`config.mk`:
```
export PLATFORM = sky130hd
export DESIGN_NAME = avcc_to_annexb_parameter_sets
export DESIGN_NICKNAME = d
export VERILOG_FILES = /design/src/design/a2b_pkg.sv /design/src/design/a2b_front.sv /design/src/design/a2b_queue.sv /design/src/design/a2b_back.sv /design/src/design/avcc_to_annexb_parameter_sets.sv
export SDC_FILE = /design/constraint.sdc
export NUM_CORES = 1
export LEC_CHECK = 0
export BUFFER_PORTS_ARGS = -buffer_cell sky130_fd_sc_hd__buf_2
export CORE_ASPECT_RATIO = 0.6
export CORE_MARGIN = 2
export CORE_UTILIZATION = 35
export DETAILED_ROUTE_END_ITERATION = 12
export HOLD_SLACK_MARGIN = 0.06
export PLACE_DENSITY = 0.59
export SLEW_MARGIN = 20
export SYNTH_ARGS = -nofsm -noshare
export SYNTH_HDL_FRONTEND = slang
export SYNTH_HIERARCHICAL = 1
export SYNTH_SLANG_ARGS = --single-unit
```
`constraint.sdc`:
```
create_clock -name clock -period 4.99 [get_ports clock]
set_input_delay 0.7485 -clock clock [delete_from_list [all_inputs] [get_ports clock]]
set_output_delay 0.7485 -clock clock [all_outputs]
set_load 0.05 [all_outputs]
```
`src/design/a2b_pkg.sv`:
```
// ----------------------------------------------------------------------------
// a2b_pkg
// Shared types and constants of the avcC to Annex B converter.
// ----------------------------------------------------------------------------
package a2b_pkg;

   localparam logic [1:0] ST_OK       = 2'd0;
   localparam logic [1:0] ST_TRUNC    = 2'd1;
   localparam logic [1:0] ST_NOT_AVCC = 2'd2;

   localparam logic [7:0] START_ZERO  = 8'h00;
   localparam logic [7:0] START_LAST  = 8'h01;
   localparam logic [2:0] START_LEN   = 3'd4;
   localparam logic [2:0] DEF_LEN_SIZE = 3'd4;

   typedef struct packed {
      logic       has_start;
      logic       has_byte;
      logic       has_status;
      logic [7:0] data;
      logic [1:0] status;
      logic [2:0] length_size;
      logic       is_nal;
   } cmd_type;

endpackage

```
`src/design/a2b_front.sv`:
```
// ----------------------------------------------------------------------------
// a2b_front
// Record parser: walks the avcC header and set lists one byte a cycle
// while the queue is not full, and issues emit commands.
// ----------------------------------------------------------------------------
module a2b_front (
   input  logic               clock,
   input  logic               reset,
   input  logic               req_tvalid,
   output logic               req_tready,
   input  logic [7:0]         req_tdata,   // in_byte[7:0]
   input  logic               req_tlast,
   input  logic               queue_full,
   output logic               push,
   output a2b_pkg::cmd_type   push_cmd
);
   import a2b_pkg::*;

   typedef enum logic [3:0] {
      PH_HEADER, PH_SPS_LH, PH_SPS_LL, PH_SPS_PAY, PH_PPS_CNT,
      PH_PPS_LH, PH_PPS_LL, PH_PPS_PAY, PH_DONE, PH_NOT_AVCC
   } phase_type;

   phase_type   phase_ff,  phase_in;
   logic [2:0]  hdr_idx_ff, hdr_idx_in;
   logic [7:0]  sets_ff,   sets_in;
   logic [15:0] bytes_ff,  bytes_in;
   logic [7:0]  len_hi_ff, len_hi_in;
   logic [2:0]  size_ff,   size_in;
   logic        avcc_ff,   avcc_in;
   logic        accept;
   logic        set_end;
   logic [15:0] new_len;
   cmd_type     cmd;

   assign req_tready = !queue_full;
   assign accept     = req_tvalid && req_tready;
   assign set_end    = (sets_ff == 8'd1);
   assign new_len    = {len_hi_ff, req_tdata};

   always_comb begin
      phase_in   = phase_ff;
      hdr_idx_in = hdr_idx_ff;
      sets_in    = sets_ff;
      bytes_in   = bytes_ff;
      len_hi_in  = len_hi_ff;
      size_in    = size_ff;
      avcc_in    = avcc_ff;
      cmd        = '0;
      unique case (phase_ff)
         PH_HEADER: begin
            if (hdr_idx_ff == 3'd0 && req_tdata != 8'd1) begin
               avcc_in  = 1'b0;
               size_in  = DEF_LEN_SIZE;
               phase_in = PH_NOT_AVCC;
            end else begin
               if (hdr_idx_ff == 3'd0) avcc_in = 1'b1;
               if (hdr_idx_ff == 3'd4) size_in = {1'b0, req_tdata[1:0]} + 3'd1;
               if (hdr_idx_ff >= 3'd5) begin
                  sets_in  = {3'b000, req_tdata[4:0]};
                  phase_in = (req_tdata[4:0] != 5'd0) ? PH_SPS_LH : PH_PPS_CNT;
               end else begin
                  hdr_idx_in = hdr_idx_ff + 3'd1;
               end
            end
         end
         PH_SPS_LH: begin
            len_hi_in = req_tdata;
            phase_in  = PH_SPS_LL;
         end
         PH_PPS_LH: begin
            len_hi_in = req_tdata;
            phase_in  = PH_PPS_LL;
         end
         PH_SPS_LL, PH_PPS_LL: begin
            bytes_in      = new_len;
            cmd.has_start = 1'b1;
            if (new_len == 16'd0) begin
               sets_in = sets_ff - 8'd1;
               if (phase_ff == PH_SPS_LL)
                  phase_in = set_end ? PH_PPS_CNT : PH_SPS_LH;
               else
                  phase_in = set_end ? PH_DONE : PH_PPS_LH;
            end else begin
               phase_in = (phase_ff == PH_SPS_LL) ? PH_SPS_PAY : PH_PPS_PAY;
            end
         end
         PH_SPS_PAY, PH_PPS_PAY: begin
            cmd.has_byte = 1'b1;
            cmd.data     = req_tdata;
            bytes_in     = bytes_ff - 16'd1;
            if (bytes_ff == 16'd1) begin
               sets_in = sets_ff - 8'd1;
               if (phase_ff == PH_SPS_PAY)
                  phase_in = set_end ? PH_PPS_CNT : PH_SPS_LH;
               else
                  phase_in = set_end ? PH_DONE : PH_PPS_LH;
            end
         end
         PH_PPS_CNT: begin
            sets_in  = req_tdata;
            phase_in = (req_tdata != 8'd0) ? PH_PPS_LH : PH_DONE;
         end
         PH_DONE, PH_NOT_AVCC: begin
         end
      endcase
      cmd.length_size = size_in;
      cmd.is_nal      = avcc_in;
      if (req_tlast) begin
         cmd.has_status = 1'b1;
         priority if (phase_in == PH_NOT_AVCC) cmd.status = ST_NOT_AVCC;
         else if (phase_in == PH_DONE)         cmd.status = ST_OK;
         else                                  cmd.status = ST_TRUNC;
         phase_in   = PH_HEADER;
         hdr_idx_in = 3'd0;
         sets_in    = 8'd0;
         bytes_in   = 16'd0;
         len_hi_in  = 8'd0;
         size_in    = DEF_LEN_SIZE;
         avcc_in    = 1'b0;
      end
   end

   assign push     = accept && (cmd.has_start || cmd.has_byte || cmd.has_status);
   assign push_cmd = cmd;

   always_ff @(posedge clock) begin
      if (reset) begin
         phase_ff   <= PH_HEADER;
         hdr_idx_ff <= 3'd0;
         sets_ff    <= 8'd0;
         bytes_ff   <= 16'd0;
         len_hi_ff  <= 8'd0;
         size_ff    <= DEF_LEN_SIZE;
         avcc_ff    <= 1'b0;
      end else if (accept) begin
         phase_ff   <= phase_in;
         hdr_idx_ff <= hdr_idx_in;
         sets_ff    <= sets_in;
         bytes_ff   <= bytes_in;
         len_hi_ff  <= len_hi_in;
         size_ff    <= size_in;
         avcc_ff    <= avcc_in;
      end
   end

endmodule

```
`src/design/a2b_queue.sv`:
```
// ----------------------------------------------------------------------------
// a2b_queue
// Small command FIFO between the parser and the emitter.
// ----------------------------------------------------------------------------
module a2b_queue #(
   parameter int DEPTH = 4
) (
   input  logic               clock,
   input  logic               reset,
   input  logic               push,
   input  a2b_pkg::cmd_type   push_cmd,
   input  logic               pop,
   output logic               full,
   output logic               not_empty,
   output a2b_pkg::cmd_type   head
);
   import a2b_pkg::*;

   localparam int PW = (DEPTH > 1) ? $clog2(DEPTH) : 1;
   localparam int CW = $clog2(DEPTH + 1);

   cmd_type         mem [DEPTH];
   logic [PW-1:0]   wr_ptr_ff, wr_ptr_in;
   logic [PW-1:0]   rd_ptr_ff, rd_ptr_in;
   logic [CW-1:0]   count_ff,  count_in;

   assign full      = (count_ff == CW'(DEPTH));
   assign not_empty = (count_ff != '0);
   assign head      = mem[rd_ptr_ff];

   always_comb begin
      wr_ptr_in = wr_ptr_ff;
      rd_ptr_in = rd_ptr_ff;
      count_in  = count_ff;
      if (push)
         wr_ptr_in = (wr_ptr_ff == PW'(DEPTH - 1)) ? '0 : wr_ptr_ff + PW'(1);
      if (pop)
         rd_ptr_in = (rd_ptr_ff == PW'(DEPTH - 1)) ? '0 : rd_ptr_ff + PW'(1);
      if (push && !pop)
         count_in = count_ff + CW'(1);
      else if (pop && !push)
         count_in = count_ff - CW'(1);
   end

   always_ff @(posedge clock) begin
      if (push) mem[wr_ptr_ff] <= push_cmd;
   end

   always_ff @(posedge clock) begin
      if (reset) begin
         wr_ptr_ff <= '0;
         rd_ptr_ff <= '0;
         count_ff  <= '0;
      end else begin
         wr_ptr_ff <= wr_ptr_in;
         rd_ptr_ff <= rd_ptr_in;
         count_ff  <= count_in;
      end
   end

endmodule

```
`src/design/a2b_back.sv`:
```
// ----------------------------------------------------------------------------
// a2b_back
// Emitter: expands each command into start code, payload and status words
// behind a registered output stage.
// ----------------------------------------------------------------------------
module a2b_back (
   input  logic               clock,
   input  logic               reset,
   input  logic               cmd_valid,
   input  a2b_pkg::cmd_type   cmd,
   output logic               pop,
   output logic               rsp_tvalid,
   input  logic               rsp_tready,
   output logic [15:0]        rsp_tdata,   // out_byte[7:0], status[9:8],
                                           // length_size[12:10], is_nal[13]
   output logic               rsp_tuser,   // is_status
   output logic               rsp_tlast
);
   import a2b_pkg::*;

   logic [2:0]  sub_ff,    sub_in;
   logic        valid_ff,  valid_in;
   logic [7:0]  byte_ff,   byte_in;
   logic [1:0]  stat_ff,   stat_in;
   logic [2:0]  lsize_ff,  lsize_in;
   logic        nal_ff,    nal_in;
   logic        is_st_ff,  is_st_in;
   logic [2:0]  n_items;
   logic        last_item;
   logic        load;

   assign n_items   = (cmd.has_start ? START_LEN : 3'd0)
                    + {2'b00, cmd.has_byte} + {2'b00, cmd.has_status};
   assign last_item = (sub_ff == n_items - 3'd1);
   assign load      = cmd_valid && (!valid_ff || rsp_tready);
   assign pop       = load && last_item;

   always_comb begin
      sub_in   = sub_ff;
      valid_in = valid_ff && !rsp_tready;
      byte_in  = byte_ff;
      stat_in  = stat_ff;
      lsize_in = lsize_ff;
      nal_in   = nal_ff;
      is_st_in = is_st_ff;
      if (load) begin
         valid_in = 1'b1;
         sub_in   = last_item ? 3'd0 : sub_ff + 3'd1;
         lsize_in = cmd.length_size;
         nal_in   = cmd.is_nal;
         is_st_in = cmd.has_status && last_item;
         stat_in  = (cmd.has_status && last_item) ? cmd.status : ST_OK;
         priority if (cmd.has_start && !sub_ff[2])
            byte_in = (sub_ff == 3'd3) ? START_LAST : START_ZERO;
         else if (cmd.has_byte && !(cmd.has_status && last_item))
            byte_in = cmd.data;
         else
            byte_in = 8'h00;
      end
   end

   always_ff @(posedge clock) begin
      if (reset) begin
         sub_ff   <= 3'd0;
         valid_ff <= 1'b0;
      end else begin
         sub_ff   <= sub_in;
         valid_ff <= valid_in;
      end
      byte_ff  <= byte_in;
      stat_ff  <= stat_in;
      lsize_ff <= lsize_in;
      nal_ff   <= nal_in;
      is_st_ff <= is_st_in;
   end

   assign rsp_tvalid = valid_ff;
   assign rsp_tdata  = {2'b00, nal_ff, lsize_ff, stat_ff, byte_ff};
   assign rsp_tuser  = is_st_ff;
   assign rsp_tlast  = is_st_ff;

endmodule

```
`src/design/avcc_to_annexb_parameter_sets.sv`:
```
// Result words pass from the command queue through a registered output stage.
// Throughput: one input byte per cycle while req_tready is high; payload bytes
// stream at one word per cycle while rsp_tready is high. A length-low byte expands
// to four start code words, so the output word rate sets the pace there and the
// command queue backs up into req_tready. Reset (synchronous, active high) returns
// the parser to the header phase and empties the queue and output stage.
// ----------------------------------------------------------------------------
// avcc_to_annexb_parameter_sets
// Converts an avcC configuration record into Annex B parameter sets with a
// trailing status word.
// ----------------------------------------------------------------------------
module avcc_to_annexb_parameter_sets #(
   parameter int QUEUE_DEPTH = 4
) (
   input  logic        clock,
   input  logic        reset,
   input  logic        req_tvalid,
   output logic        req_tready,
   input  logic [7:0]  req_tdata,    // in_byte[7:0]
   input  logic        req_tlast,
   output logic        rsp_tvalid,
   input  logic        rsp_tready,
   output logic [15:0] rsp_tdata,    // out_byte[7:0], status[9:8],
                                     // length_size[12:10], is_nal[13]
   output logic        rsp_tuser,    // is_status
   output logic        rsp_tlast
);
   import a2b_pkg::*;

   logic    push;
   logic    pop;
   logic    queue_full;
   logic    queue_valid;
   cmd_type push_cmd;
   cmd_type head_cmd;

   a2b_front u_front (
      .clock      (clock),
      .reset      (reset),
      .req_tvalid (req_tvalid),
      .req_tready (req_tready),
      .req_tdata  (req_tdata),
      .req_tlast  (req_tlast),
      .queue_full (queue_full),
      .push       (push),
      .push_cmd   (push_cmd)
   );

   a2b_queue #(.DEPTH(QUEUE_DEPTH)) u_queue (
      .clock     (clock),
      .reset     (reset),
      .push      (push),
      .push_cmd  (push_cmd),
      .pop       (pop),
      .full      (queue_full),
      .not_empty (queue_valid),
      .head      (head_cmd)
   );

   a2b_back u_back (
      .clock      (clock),
      .reset      (reset),
      .cmd_valid  (queue_valid),
      .cmd        (head_cmd),
      .pop        (pop),
      .rsp_tvalid (rsp_tvalid),
      .rsp_tready (rsp_tready),
      .rsp_tdata  (rsp_tdata),
      .rsp_tuser  (rsp_tuser),
      .rsp_tlast  (rsp_tlast)
   );

endmodule

```
== After elaboration in Yosys (flattened, before gate mapping) ==
Memories as Yosys holds them, arrays and structs flattened. A register that Yosys moved wholly into a read port is not among the register bits.
Index checks and enable logic that the tools add are counted.

* Logic and storage cells: 150
* Output and inout port bits: 20
* Bits in writable memories: 68
* Input port bits: 13
* Flip-flop bits (word level): 69
* Memories kept: 1

* Order comparisons: 1
* Muxes and demuxes: 56
* Reductions and logical operators: 39
* Equality and inequality tests: 24
* Add/sub/neg operators: 12

{| class="wikitable"
|+ Memory list
! name !! depth !! bits a word !! read ports !! clocked after Yosys merged registers in !! wr ports !! line !! text
|-
| u_queue.mem || 4 || 17 || 1 || 1 || 1 || a2b_queue.sv:22 || <nowiki>cmd_type mem [DEPTH];</nowiki>
|}

{| class="wikitable"
|+ Operators with widths
! cell !! count
|-
| two-way mux 8 bit || 10
|-
| two-way mux 3 bit || 15
|-
| two-way mux 4 bit || 9
|-
| one-hot mux 16 bit (2 select lines) || 1
|-
| one-hot mux 8 bit (4 select lines) || 1
|-
| one-hot mux 4 bit (6 select lines) || 1
|-
| == test 16 x 1 -> 1 bit (second input constant) || 1
|-
| == test 4 x 3 -> 1 bit (second input constant) || 4
|-
| logical NOT 16 bit || 1
|-
| two-way mux 16 bit || 1
|-
| subtractor 16 x 1 -> 16 bit (second input constant) || 1
|-
| two-way mux 1 bit || 12
|-
| two-way mux 2 bit || 6
|-
| logical AND 1 bit || 11
|-
| nonzero test 5 bit || 2
|-
| adder 3 x 1 -> 3 bit (second input constant) || 3
|-
| inequality test 3 x 2 -> 1 bit (second input constant) || 3
|-
| == test 4 x 2 -> 1 bit (second input constant) || 2
|-
| == test 4 bit (second input constant) || 2
|-
| == test 8 x 1 -> 1 bit (second input constant) || 1
|-
| inequality test 8 x 1 -> 1 bit (second input constant) || 1
|-
| nonzero test 8 bit || 1
|-
| subtractor 8 x 1 -> 8 bit (second input constant) || 1
|-
| logical NOT 1 bit || 7
|-
| 21 further kinds || 35
|}

== Logic depth before layout (Yosys ltp) ==
* Word-level depth: 10
* Depth in mapped cells: 16

== Modules after synthesis ==
The synthesis kept the hierarchy.

{| class="wikitable"
|+ Modules (own cells, without submodules)
! module !! seq. area each (sq um) !! cells an instance !! area an instance (sq um) !! times used
|-
| a2b_front || 860.8 || 380 || 2,967.8 || 1
|-
| a2b_queue || 2,222.1 || 133 || 2,934.1 || 1
|-
| a2b_back || 530.5 || 85 || 945.9 || 1
|}

== Worst setup path after synthesis ==
No wires, ideal clock.

* Kind: flip-flop to flip-flop
* From: register with a tool-made name
* To: register u_queue.count_ff[2]
* Path slack: 1.526 ns
* Data arrival time: 3.395 ns
* Library setup time: 0.070 ns
* Stages on the path, launching flop included: 16
* Path buffers: 3
* Cells stage by stage: dfxtp_1 buf_6 buf_12 mux4_2 clkbuf_1 inv_1 ha_1 xnor2_1 and3b_2 inv_1 ha_1 inv_1 fa_1 xor2_1 or3_1 a21oi_1

{| class="wikitable"
|+ RTL lines
! item !! line !! text
|-
| to (signal assigned) || a2b_queue.sv:57 || <nowiki>count_ff <= count_in;</nowiki>
|-
| to (decl) || a2b_queue.sv:25 || <nowiki>logic [CW-1:0] count_ff, count_in;</nowiki>
|}

==> results.cfg <==
[outcome]
status = complete, no violations

[clock_network]
htree_levels = 4
post_cts_buffers = 0
cts_tree = done
cts.sinks = 139
cts_hold_buf = 0
cts_resized = 0
root_buffer = clkbuf_16
cts.clk_slew.worst_paths_ps = 60
worstSkewPairLatency_ps = 420
clockBufferDepth = 2
cts_made_buffers = 17

[timing]
rsz0062_at_grt = no
slew_viol_final = 0
final.period_utilization_pct = 78.3
setup_viol = 0
setup_slack_ps = 1080
tns_ps = 0
min_period_ps = 3910
hold_violations = 0
relSlewSlack_pct = 36.6
maxClockFrequency_mhz = 256
tightest_slew_ps = 952
skew_ps = 9.15

[hold_path]
hold_start = u_front/sets_ff[1]$_SDFFE_PP0P_
hold_class = reg2reg
whs_endpoint = u_front/sets_ff[1]$_SDFFE_PP0P_
whs_path_depth = 2

[floorplanning]
die_w_um = 185
core_area_sq_um = 19100
die-area_sq_um = 20700
num_rows = 39
io_pins = 33
die_h_um = 112
start_util_pct = 35.9

[place]
dp_slack_ps = 1060
gp_congestion = 0.828
hpwl_mm = 11.1
io_buffer_count = 30

[critical_path]
start_kind = register
cpMaxStageDelayCell = dfxtp_1
cp-end-kind = register
slowest_delay_ps = 770
reg2reg_slack_ps = 1080
rr_worst_depth = 12
criticalPathCategory = reg2reg
cpMostUsedCell = inv_1
worstPathMaxFanout = 12
path_cells = mux4_2 > inv_1 > ha_1 > xnor2_1 > and3b_2 > inv_1 > ha_1 > inv_1 > fa_1 > xor2_1 > or3_1 > a21oi_1
arrival_ps = 4250
r2r-end = u_queue/count_ff[2]$_SDFFE_PP0P_
crit_required_ps = 5340

[drt]
vias = 4893
dr.first_iter.drc_count = 390
drc = 0
wl_per_cell_um = 17.6
first_pass_iters = 7
ant_nets = 0
wl_mm = 15.9
drt-vias-per-instance = 5.42

[synth]
async_flop_share_pct = 0
yosysTopAreaCell = edfxtp_1
synth_cells = 598
syn_avg_cell_area_sq_um = 11.5
synthesis.area_sq_um = 6850
yosys_warnings = 6
synth_cell_types = 84
synth_top_area_share_pct = 36.4
yosys-top-cells-count = 83 x edfxtp_1, 62 x nor2_1, 56 x dfxtp_1
synth-seq-cells = 139
synth_most_common_cell = edfxtp_1
yosys_most_used_dff = edfxtp_1
ys_top_cells_by_area = edfxtp_1 36%, dfxtp_1 16%, ha_1 3.5%
synth_edf_count = 83
seq_area_frac_synth_pct = 52.8

[power_and_ir_drop]
peakVddDrop_uv = 258
power.leakage_nw = 2.74
power.density_nw_per_um2 = 475
power_w = 0.00369

[global_route]
grt_max_degree = 33
grt_pass1_vias = 4792
grt_use_total_pct = 16.2
antenna_found_initial = 0
grt_pass1_wl_mm = 25.6
overflow = 0

[finish]
diodes = 0
nets = 656
area_growth_pct = 13.3
nFillCells = 1819
post_route_cells_drive_above_1_share_pct = 16.8

[flow_run]
maxCapViolCount = 0
-- worst max-delay path by stage --
stage,to,depth (start not counted)
after floorplan,u_queue/count_ff[2]$_SDFFE_PP0P_,15
after global placement,u_queue/count_ff[2]$_SDFFE_PP0P_,12
after detailed placement,u_queue/count_ff[2]$_SDFFE_PP0P_,12
after CTS,u_queue/count_ff[2]$_SDFFE_PP0P_,12
after global routing,u_queue/count_ff[2]$_SDFFE_PP0P_,12
final,u_queue/count_ff[2]$_SDFFE_PP0P_,12
-- placed cells by master (no fill, tap or decap), drive strengths merged, types with 3 or more instances in the layout --
master / count
edfxtp: 83
nor2: 65
dfxtp: 56
a21oi: 47
buf: 37
nand2: 34
inv: 31
o21ai: 26
a22oi: 23
nand3: 21
ha: 19
clkbuf: 18
mux4: 17
nor3: 15
o31ai: 13
nor4: 10
nor3b: 8
and3: 8
and2: 7
nand4: 7
nand2b: 6
a21o: 6
mux2i: 6
clkinv: 5
xnor2: 4
nand3b: 4
or3: 4
a31oi: 4
nor2b: 3
a211o: 3
o22ai: 3
o211ai: 3
o311ai: 3
-- where the power goes --
| group | leakage (nW) | internal, W | switching (W) |
|---|---|---|---|
| clock network | 0.282 | 0.000746 | 0.000514 |
| registers | 1.19 | 0.00138 | 0.0000825 |
| logic | 1.27 | 0.000290 | 0.000678 |
-- layer usage --
| metal | vias up | track usage [%] | wire (um) |
|---|---|---|---|
| li1 | 2314 | - | - |
| met1 | 2396 | 23.8 | 8130 |
| met2 | 165 | 23.3 | 6660 |
| met3 | 18 | 4.28 | 906 |
| met4 | 0 | 5.17 | 175 |
| met5 | - | 0 | 0 |
-- critical path: cells and delay by family, from the launching register on --
kind / cells / cell delay, ps
flip-flops: 1 / 770
XOR/XNOR: 2 / 520
multiplexers: 1 / 700
AND/OR/NAND/NOR: 2 / 590
adder cells (fa/ha/maj): 3 / 850
AO/OA/AOI/OAI: 1 / 150
buffers and inverters: 3 / 250
-- final cells by class --
cell class,count,area (sq um),share of cell area [%]
Sequential cell,139,3610,46.6
Multi-Input combinational cell,402,2930,37.7
Clock buffer,18,429,5.53
Tap cell,266,333,4.29
Timing Repair Buffer,37,203,2.61
Clock inverter,14,156,2.02
Inverter,26,97.6,1.26
-- sequential cells by signal, summed over array words and instances, names as in the netlist, named ones only --
name,count
u_back/rsp_tlast,1
u_front/phase_ff,4
u_front/len_hi_ff,8
u_queue/wr_ptr_ff,2
u_back/rsp_tvalid,1
u_back/sub_ff,3
u_front/bytes_ff,16
u_back/lsize_ff,3
u_front/sets_ff,8
u_front/size_ff,3
u_queue/mem,68
u_front/hdr_idx_ff,3
u_back/byte_ff,8
u_front/avcc_ff,1
u_queue/rd_ptr_ff,2
u_queue/count_ff,3
u_back/stat_ff,2
u_back/nal_ff,1
-- per-stage QoR --
step	util, %	hold slack [ps]	cells	area (sq um)
after detailed placement	37.6	490	870	7180
after global routing	40.7	539	902	7760
after global placement	37.6	468	870	7180
after floorplan	-	455	599	6850
after CTS	40.7	499	902	7760
final	40.7	496	902	7760
-- cells by family after synthesis --
logic type / count (synthesis) / share of synthesized area (%)
xor+xnor: 6 / 0.767
compound gates: 148 / 14.6
mux: 23 / 6.91
other cells: 1 / 0.0548
flops: 139 / 52.8
simple gates: 203 / 16.7
buf+inv: 58 / 4.51
fa+ha+maj: 20 / 3.76
Power figures use the tool's default switching activity.
